File: src/design/cmed_pkg.sv
// ----------------------------------------------------------------------------
// cmed_pkg
// shared widths, types and register codes for the colour matrix with
// error-diffusion dither
// ----------------------------------------------------------------------------
package cmed_pkg;

	// field and coefficient widths
	localparam int COEF_WIDTH   = 20;
	localparam int COEF_FRAC    = 8;
	localparam int IN_WIDTH     = 16;
	localparam int RES_FRAC     = 12;
	localparam int RES_WIDTH    = 24;
	localparam int PIX_WIDTH    = 8;
	localparam int ROW_WIDTH    = 60;
	localparam int NUM_COMP     = 3;

	// product and sum widths (coefficient times zero-extended input)
	localparam int PROD_WIDTH   = COEF_WIDTH + IN_WIDTH + 1;
	localparam int SUM_WIDTH    = PROD_WIDTH + 2;
	localparam int PROD_FRAC    = COEF_FRAC + IN_WIDTH - 1;

	// common alignment of sum and residual
	localparam int COMMON_FRAC  = (PROD_FRAC > RES_FRAC) ? PROD_FRAC : RES_FRAC;
	localparam int SUM_SHIFT    = COMMON_FRAC - PROD_FRAC;
	localparam int RES_SHIFT    = COMMON_FRAC - RES_FRAC;
	localparam int SUM_ALIGNED  = SUM_WIDTH + SUM_SHIFT;
	localparam int RES_ALIGNED  = RES_WIDTH + RES_SHIFT;
	localparam int CORR_WIDTH   = ((SUM_ALIGNED > RES_ALIGNED) ? SUM_ALIGNED : RES_ALIGNED) + 1;
	localparam int INT_WIDTH    = CORR_WIDTH - COMMON_FRAC;

	// rounding constants and limits
	localparam logic signed [CORR_WIDTH-1:0] ROUND_OUT = CORR_WIDTH'(1) << (COMMON_FRAC - 1);
	localparam logic signed [CORR_WIDTH-1:0] ROUND_RES = CORR_WIDTH'(1) << (RES_SHIFT - 1);
	localparam logic signed [CORR_WIDTH-1:0] RES_MAX   =
		CORR_WIDTH'((64'd1 << (RES_WIDTH - 1)) - 64'd1);
	localparam logic signed [CORR_WIDTH-1:0] RES_MIN   = -RES_MAX - CORR_WIDTH'(1);
	localparam logic [INT_WIDTH-1:0]         PIX_MAX   = INT_WIDTH'(255);

	typedef logic [IN_WIDTH-1:0]          comp_t;
	typedef logic [PIX_WIDTH-1:0]         pix_t;
	typedef logic [ROW_WIDTH-1:0]         row_t;
	typedef logic [1:0]                   cfg_idx_t;
	typedef logic signed [COEF_WIDTH-1:0] coef_t;
	typedef logic signed [PROD_WIDTH-1:0] prod_t;
	typedef logic signed [SUM_WIDTH-1:0]  sum_t;
	typedef logic signed [RES_WIDTH-1:0]  res_t;

	// configuration register indices
	typedef enum logic [1:0] {
		REG_RED_ROW   = 2'd0,
		REG_GREEN_ROW = 2'd1,
		REG_BLUE_ROW  = 2'd2
	} reg_idx_t;

	// pipeline advance controls shared by all lanes
	typedef struct packed {
		logic load_s1;
		logic load_s2;
		logic load_s3;
	} lane_ctl_t;

endpackage

File: src/design/cmed_lane.sv
// ----------------------------------------------------------------------------
// cmed_lane
// one colour channel: three products, their sum, then residual add,
// rounding, clamping and the saturating residual update
// ----------------------------------------------------------------------------
module cmed_lane (
	input  logic                clk,
	input  logic                arst_n,
	input  cmed_pkg::lane_ctl_t ctl,
	input  cmed_pkg::row_t      row,
	input  cmed_pkg::comp_t     x_value,
	input  cmed_pkg::comp_t     y_value,
	input  cmed_pkg::comp_t     z_value,
	output cmed_pkg::pix_t      pix
);
	import cmed_pkg::*;

	coef_t                        coef [NUM_COMP];
	logic signed [IN_WIDTH:0]     comp [NUM_COMP];
	prod_t                        prod_s1 [NUM_COMP];
	sum_t                         sum_s2;
	res_t                         res_q;
	pix_t                         pix_s3;
	logic signed [CORR_WIDTH-1:0] corr;
	logic signed [CORR_WIDTH-1:0] rnd;
	logic signed [CORR_WIDTH-1:0] diff;
	logic signed [CORR_WIDTH-1:0] res_rnd;
	logic [INT_WIDTH-1:0]         whole;
	pix_t                         pix_next;
	res_t                         res_next;

	// unpack coefficients, zero-extend the inputs
	always_comb begin
		for (int k = 0; k < NUM_COMP; k++) begin
			coef[k] = coef_t'(row[k*COEF_WIDTH +: COEF_WIDTH]);
		end
		comp[0] = signed'({1'b0, x_value});
		comp[1] = signed'({1'b0, y_value});
		comp[2] = signed'({1'b0, z_value});
	end

	// stage 1: products
	always_ff @(posedge clk) begin
		if (ctl.load_s1) begin
			for (int k = 0; k < NUM_COMP; k++) begin
				prod_s1[k] <= PROD_WIDTH'(coef[k] * comp[k]);
			end
		end
	end

	// stage 2: sum of products
	always_ff @(posedge clk) begin
		if (ctl.load_s2) begin
			sum_s2 <= SUM_WIDTH'(prod_s1[0]) + SUM_WIDTH'(prod_s1[1]) + SUM_WIDTH'(prod_s1[2]);
		end
	end

	// residual add, round half away from zero, clamp, new residual
	always_comb begin
		corr  = (CORR_WIDTH'(sum_s2) <<< SUM_SHIFT) + (CORR_WIDTH'(res_q) <<< RES_SHIFT);
		rnd   = corr + ROUND_OUT;
		whole = rnd[CORR_WIDTH-1:COMMON_FRAC];
		if (corr[CORR_WIDTH-1]) begin
			// any negative sum rounds to zero or below
			pix_next = '0;
		end else if (whole > PIX_MAX) begin
			pix_next = PIX_MAX[PIX_WIDTH-1:0];
		end else begin
			pix_next = whole[PIX_WIDTH-1:0];
		end
		diff    = corr - signed'(CORR_WIDTH'(pix_next) << COMMON_FRAC);
		res_rnd = (diff + ROUND_RES) >>> RES_SHIFT;
		if (res_rnd > RES_MAX) begin
			res_next = RES_MAX[RES_WIDTH-1:0];
		end else if (res_rnd < RES_MIN) begin
			res_next = RES_MIN[RES_WIDTH-1:0];
		end else begin
			res_next = res_rnd[RES_WIDTH-1:0];
		end
	end

	// residual persists from item to item
	always_ff @(posedge clk or negedge arst_n) begin
		if (!arst_n) begin
			res_q <= '0;
		end else if (ctl.load_s3) begin
			res_q <= res_next;
		end
	end

	// stage 3: output byte
	always_ff @(posedge clk) begin
		if (ctl.load_s3) begin
			pix_s3 <= pix_next;
		end
	end

	assign pix = pix_s3;

endmodule

File: config.mk
export PLATFORM = sky130hd
export DESIGN_NAME = cmed_lane
export DESIGN_NICKNAME = d
export VERILOG_FILES = /design/src/design/cmed_pkg.sv /design/src/design/cmed_lane.sv
export SDC_FILE = /design/constraint.sdc
export NUM_CORES = 2
export LEC_CHECK = 0
export BUFFER_PORTS_ARGS = -buffer_cell sky130_fd_sc_hd__buf_2
export CORE_MARGIN = 10
export CORE_UTILIZATION = 60
export DETAILED_ROUTE_END_ITERATION = 12
export PLACE_DENSITY_LB_ADDON = 0.08
export SYNTH_ARGS = -nofsm -noshare
export SYNTH_HDL_FRONTEND = slang
export SYNTH_SLANG_ARGS = --single-unit
File: constraint.sdc
create_clock -name clk -period 7.1 [get_ports clk]
set_input_delay 1.065 -clock clk [delete_from_list [all_inputs] [get_ports clk]]
set_output_delay 1.065 -clock clk [all_outputs]
set_load 0.02 [all_outputs]
## Yosys cells after proc, flatten, opt, wreduce, memory -nomap -nowiden

Memories as Yosys holds them, arrays and structs flattened.
Index checks and enable logic that the tools add are counted.

- $add $sub $neg: 6
- $mul: 3
- Order comparisons: 3
- Muxes and demuxes: 6

Operators with widths:

| operator | number |
|---|---|
| $mul 20x17->37 | 3 |
| $mux 24 | 2 |
| $add 39x35->40 | 1 |
| $add 40x12->40 const B | 1 |
| $add 40x24->40 const B | 1 |
| $sub 40x32->40 | 1 |
| $add 38x37->39 | 1 |
| $add 37x37->38 | 1 |
| $gt 29x24->1 const B | 1 |
| $lt 29x24->1 const B | 1 |
| $gt 17x8->1 const B | 1 |
| $mux 8 | 2 |
| $mux 1 | 2 |

- Register bits after elaboration: 71
- Memory bits (writable): 111
- Bits of input ports: 113
- Word-level logic and storage cells: 22
- Memories: 1

Memory list:

| name | depth | bits a word | rd ports | clocked after memory_dff | wr ports | RTL line | source |
|---|---|---|---|---|---|---|---|
| prod_s1 | 3 | 37 | 3 | 0 | 3 | cmed_lane.sv:20 | `prod_t prod_s1 [NUM_COMP];` |

## Longest topological paths before layout

- Depth in word-level cells: 10
- Mapped depth: 36
- Gate-level depth less buffers: 32

## Worst setup path after synthesis

OpenSTA, ideal clock, no wires.

- Kind: reg2reg
- Start: register sum_s2[21]
- End: register res_q[0]
- Library setup time: 138 ps
- Data arrival time: 7319 ps
- Required time: 6962 ps
- Path slack: -357 ps
- Cell stages (with the launch flop): 36
- Path buffers: 4
- Clock period less this slack: 7457 ps
- Cell sequence: edfxtp_1 > ha_1 > buf_6 > o2111a_1 > and2_4 > a211o_4 > o21ai_4 > o211ai_4 > a31oi_1 > mux2i_1 > nor2_1 > inv_1 > ha_1 > and3_1 > and3_1 > mux2i_1 > o2111ai_1 > mux2_2 > or4_1 > buf_2 > buf_6 > o21ai_1 > ha_1 > ha_1 > or2_2 > and3_1 > o21ai_0 > o211ai_1 > a2111oi_0 > nor3_1 > a211oi_1 > and3_1 > o2111ai_1 > o22ai_1 > clkbuf_1 > o22ai_1

- Longest elaborated chain between the ends: 10

Ends and longest elaborated chain:

| item | RTL line | source |
|---|---|---|
| from (decl) | cmed_lane.sv:21 | `sum_t sum_s2;` |
| from (signal assigned) | cmed_lane.sv:54 | `sum_s2 <= SUM_WIDTH'(prod_s1[0]) + SUM_WIDTH'(prod_s1[1]) + SUM_WIDTH'(prod_s1[2]);` |
| $add 39x35->40 (*) | cmed_lane.sv:60 | `corr = (CORR_WIDTH'(sum_s2) <<< SUM_SHIFT) + (CORR_WIDTH'(res_q) <<< RES_SHIFT);` |
| $add 40x24->40 | cmed_lane.sv:61 | `rnd = corr + ROUND_OUT;` |
| $gt 17x8->1 | cmed_lane.sv:66 | `end else if (whole > PIX_MAX) begin` |
| $mux 8 | cmed_lane.sv:66 |  |
| $mux 8 | cmed_lane.sv:63 | `if (corr[CORR_WIDTH-1]) begin` |
| $sub 40x32->40 (*) | cmed_lane.sv:71 | `diff = corr - signed'(CORR_WIDTH'(pix_next) << COMMON_FRAC);` |
| $add 40x12->40 (*) | cmed_lane.sv:72 | `res_rnd = (diff + ROUND_RES) >>> RES_SHIFT;` |
| $lt 29x24->1 | cmed_lane.sv:75 | `end else if (res_rnd < RES_MIN) begin` |
| $mux 24 | cmed_lane.sv:75 |  |
| $mux 24 (*) | cmed_lane.sv:73 | `if (res_rnd > RES_MAX) begin` |
| to (signal assigned) | cmed_lane.sv:87 | `res_q <= res_next;` |
| to (decl) | cmed_lane.sv:22 | `res_t res_q;` |

Every way passes the cells marked *; elsewhere a longest branch is shown, timed or not.
A chain may end at the register's enable or synchronous reset.

## Worst setup path after layout

- Start: register res_q[10]
- End: register res_q[14]

- Longest elaborated chain between the ends: 10

Ends and longest elaborated chain:

| item | RTL line |
|---|---|
| $add 39x35->40 (*) | cmed_lane.sv:60 |
| $add 40x24->40 | cmed_lane.sv:61 |
| $gt 17x8->1 | cmed_lane.sv:66 |
| $mux 8 | cmed_lane.sv:66 |
| $mux 8 | cmed_lane.sv:63 |
| $sub 40x32->40 (*) | cmed_lane.sv:71 |
| $add 40x12->40 (*) | cmed_lane.sv:72 |
| $lt 29x24->1 | cmed_lane.sv:75 |
| $mux 24 | cmed_lane.sv:75 |
| $mux 24 (*) | cmed_lane.sv:73 |

Marks and branches as above.

==> flow_metrics.tcl <==
set metrics [dict create \
    synthTopCellsByCount "inv_1 (1163), fa_1 (1001), nand2_1 (640)" \
    critPathArrivalTime_ns 7.59 \
    drt-pass1-iter-count 6 \
    async_reset_ff_share_pct 13.3 \
    post-place-ws_ns -0.478 \
    grt_pass1_vias 37500 \
    path_clk_slew_ns 0.09 \
    worstPathRequired_ns 7.45 \
    ys.warnings.count 0 \
    hp-class "input pin to async pin" \
    cp-start-kind "flip-flop" \
    nNetsFinal 7070 \
    antenna_found_initial 4 \
    drtAntennaViolNets 0 \
    rsz0062_at_grt "yes" \
    layout_worst_path_cycle_share_pct 102 \
    die_w_um 303 \
    clk_latency_ns 0.46 \
    seq_area_um2 5320 \
    setup-tns-final_ns -2.62 \
    track_usage_pct 26.3 \
    yosysMostFrequentCell "inv_1" \
    first_iter_violations 2313 \
    max_slew_margin_pct 42.0 \
    ys_seq_elements 181 \
    syn_nets 6644 \
    timing.final.hold_violations 0 \
    synth_seq_area_share_pct 11.1 \
    wl_per_cell_um 17.6 \
    die-height_um 303 \
    dp_hpwl_mm 101 \
    viasPerCell 5.39 \
    failed_checks "negative setup slack" \
    drc 0 \
    end_kind "flip-flop" \
    fill_cells 6375 \
    drv_slew 0 \
    synth_cell_type_count 89 \
    max_freq_mhz 138 \
    dp.cells 6572 \
    htree_levels 4 \
    finish.utilization_pct 68.1 \
    critPathMaxStageDelay_ns 0.60 \
    cts_tree "yes" \
    setup_ws_ns -0.139 \
    multi_input_area_um2 38000 \
    synthMuxAreaShare_pct 0.219 \
    synth_top_area_share_pct 41.7 \
    avgSynthCellArea_um2 9.35 \
    grt_pass1_wl_mm 194 \
    vias 35700 \
    drv_cap 0 \
    synth_top_family_by_area "adder cells" \
    syn_to_final_growth_pct 12.3 \
    synth_compound_area_share_pct 7.89 \
    rows 103 \
    period_minus_slack_ns 7.24 \
    cts_root_buffer "clkbuf_16" \
    grt_overflow 0 \
    synthAdderAreaFrac_pct 52.1 \
    skew_ns 0.0270 \
    core_area_um2 79100 \
    place_congestion 0.898 \
    setup_violations 23 \
    finalNonFillerCells 6621 \
    drive_above_1_share_pct 13.1 \
    synth-simple-area-share_pct 14.4 \
    drt-total-wl_mm 116 \
    start_util_pct 60.7 \
    dieArea_um2 91700 \
    crit_type "flip-flop to flip-flop" \
    io_buffers 120 \
    path_max_fanout 12 \
    synth.area.top_cells "fa_1 (42%), ha_1 (10%), edfxtp_1 (9.8%)" \
    clock_sink_count 181 \
    tightest_slew_ns 0.871 \
    synthCells 5131 \
    cp_common_cell "o21ai_0" \
    clockBufferDepth 2 \
    cts_made_buffers 17 \
    io_pins 121 \
    synth_flop_cell "edfxtp_1" \
    cpMaxStageDelayCell "or4_4" \
    synthesis.area_um2 48000 \
    synth_edf_count 157 \
    yosysTopAreaCell "fa_1" \
    grt_max_degree 70 \
    synth-xor-area-share_pct 3.59 \
    status "finished, violations left" \
]
==> layer usage <==
metal  up-vias  routed length [um]  share of wire (%)  global-route usage, %
met4         2                1530                1.3                   3.67
met1     18100               52700                 45                   38.6
met3        98                6770                5.8                   3.08
met5         -                   7             0.0060                      0
li1      16600                   -                  -                      -
met2       953               55300                 48                   42.9
==> cells in the final DEF, fill, tap and decap left out, drive strengths merged, types with 6 or more instances in the layout <==
| master | count |
|---|---|
| o31a | 6 |
| nor4 | 11 |
| xor2 | 51 |
| nor2 | 124 |
| and2 | 413 |
| o21a | 33 |
| or3 | 15 |
| a21oi | 146 |
| a211oi | 19 |
| o211ai | 15 |
| a21boi | 9 |
| nand2b | 28 |
| nor2b | 28 |
| nor3 | 40 |
| xnor2 | 142 |
| nand2 | 640 |
| fa | 1001 |
| o31ai | 9 |
| nand4 | 16 |
| o22ai | 27 |
| a2111oi | 6 |
| o21ai | 125 |
| a31o | 7 |
| and3 | 26 |
| a21o | 71 |
| edfxtp | 157 |
| mux2i | 6 |
| a211o | 9 |
| buf | 594 |
| o2111ai | 6 |
| nand3 | 38 |
| or2 | 11 |
| a31oi | 17 |
| o21bai | 21 |
| ha | 399 |
| clkbuf | 22 |
| inv | 1167 |
| dfrtp | 24 |
==> what timing repair did <==
item | in CTS | in global routing
hold buffers | 0 | 0
pin swaps | 12 | 19
endpoints found under the setup margin | 24 | 41
gates resized for setup | 19 | 45
gates cloned | 0 | 2
buffers inserted | 6 | 8
==> path summary, 6_finish.rpt <==
check / from / endpoint / slack [ns] / cells after the start
max: res_q[10]$_DFFE_PN0P_ / res_q[14]$_DFFE_PN0P_ / -0.14 / 34
min in group clk: res_q[20]$_DFFE_PN0P_ / res_q[20]$_DFFE_PN0P_ / 0.62 / 2
max reg2reg: res_q[10]$_DFFE_PN0P_ / res_q[14]$_DFFE_PN0P_ / -0.14 / 34
min reg2reg: res_q[20]$_DFFE_PN0P_ / res_q[20]$_DFFE_PN0P_ / 0.62 / 2
min: arst_n / res_q[23]$_DFFE_PN0P_ / 0.61 / 1
max in group asynchronous: arst_n / res_q[20]$_DFFE_PN0P_ / 6.08 / 1
==> stage by stage <==
step / hold slack (ns) / cell area (um^2)
3_5_place_dp: 0.598 / 52900
3_3_place_gp: 0.579 / 52900
2_1_floorplan: 0.539 / 48200
4_1_cts: 0.613 / 53600
6_report: 0.609 / 53900
5_1_grt: 0.629 / 53900
==> critical path: cells and delay by family (launching register included) <==
| kind | cells | cell delay (ns) |
|---|---|---|
| AO/OA/AOI/OAI | 16 | 3.10 |
| XOR/XNOR | 2 | 0.46 |
| adder cells (fa/ha/maj) | 4 | 0.93 |
| buffers and inverters | 4 | 0.52 |
| flip-flops | 1 | 0.41 |
| multiplexers | 2 | 0.54 |
| AND/OR/NAND/NOR | 6 | 1.19 |
==> logic make-up (layout without fill, tap and decap cells) <==
| family | Yosys count | count (layout) |
|---|---|---|
| xor gates and xnor gates | 194 | 194 |
| DFF | 181 | 181 |
| and+or+nand+nor | 1415 | 1415 |
| AOI/OAI and AO/OA | 575 | 575 |
| buffers and inverters | 1356 | 1794 |
| adders and majority gates | 1400 | 1400 |
| muxes | 10 | 10 |
| other | 0 | 2 |
==> area by class of cell <==
cell class	instances	area share, %
clock inverters	12	0.332
clock buffers	19	0.803
repair buffers	597	7.98
diodes	2	0.00928
flip-flops and latches	181	9.86
inverters	1166	8.12
multi-input cells	3594	70.5
well taps	1050	2.44
==> flip-flops by register name, summed over array words and instances (netlist names) <==
register  cells
res_q        24
pix           8
prod_s1     111
sum_s2       38
Power is left out: the tool's default activity adds up to more than one toggle a clock period on the data nets, which glitch-free logic cannot reach.
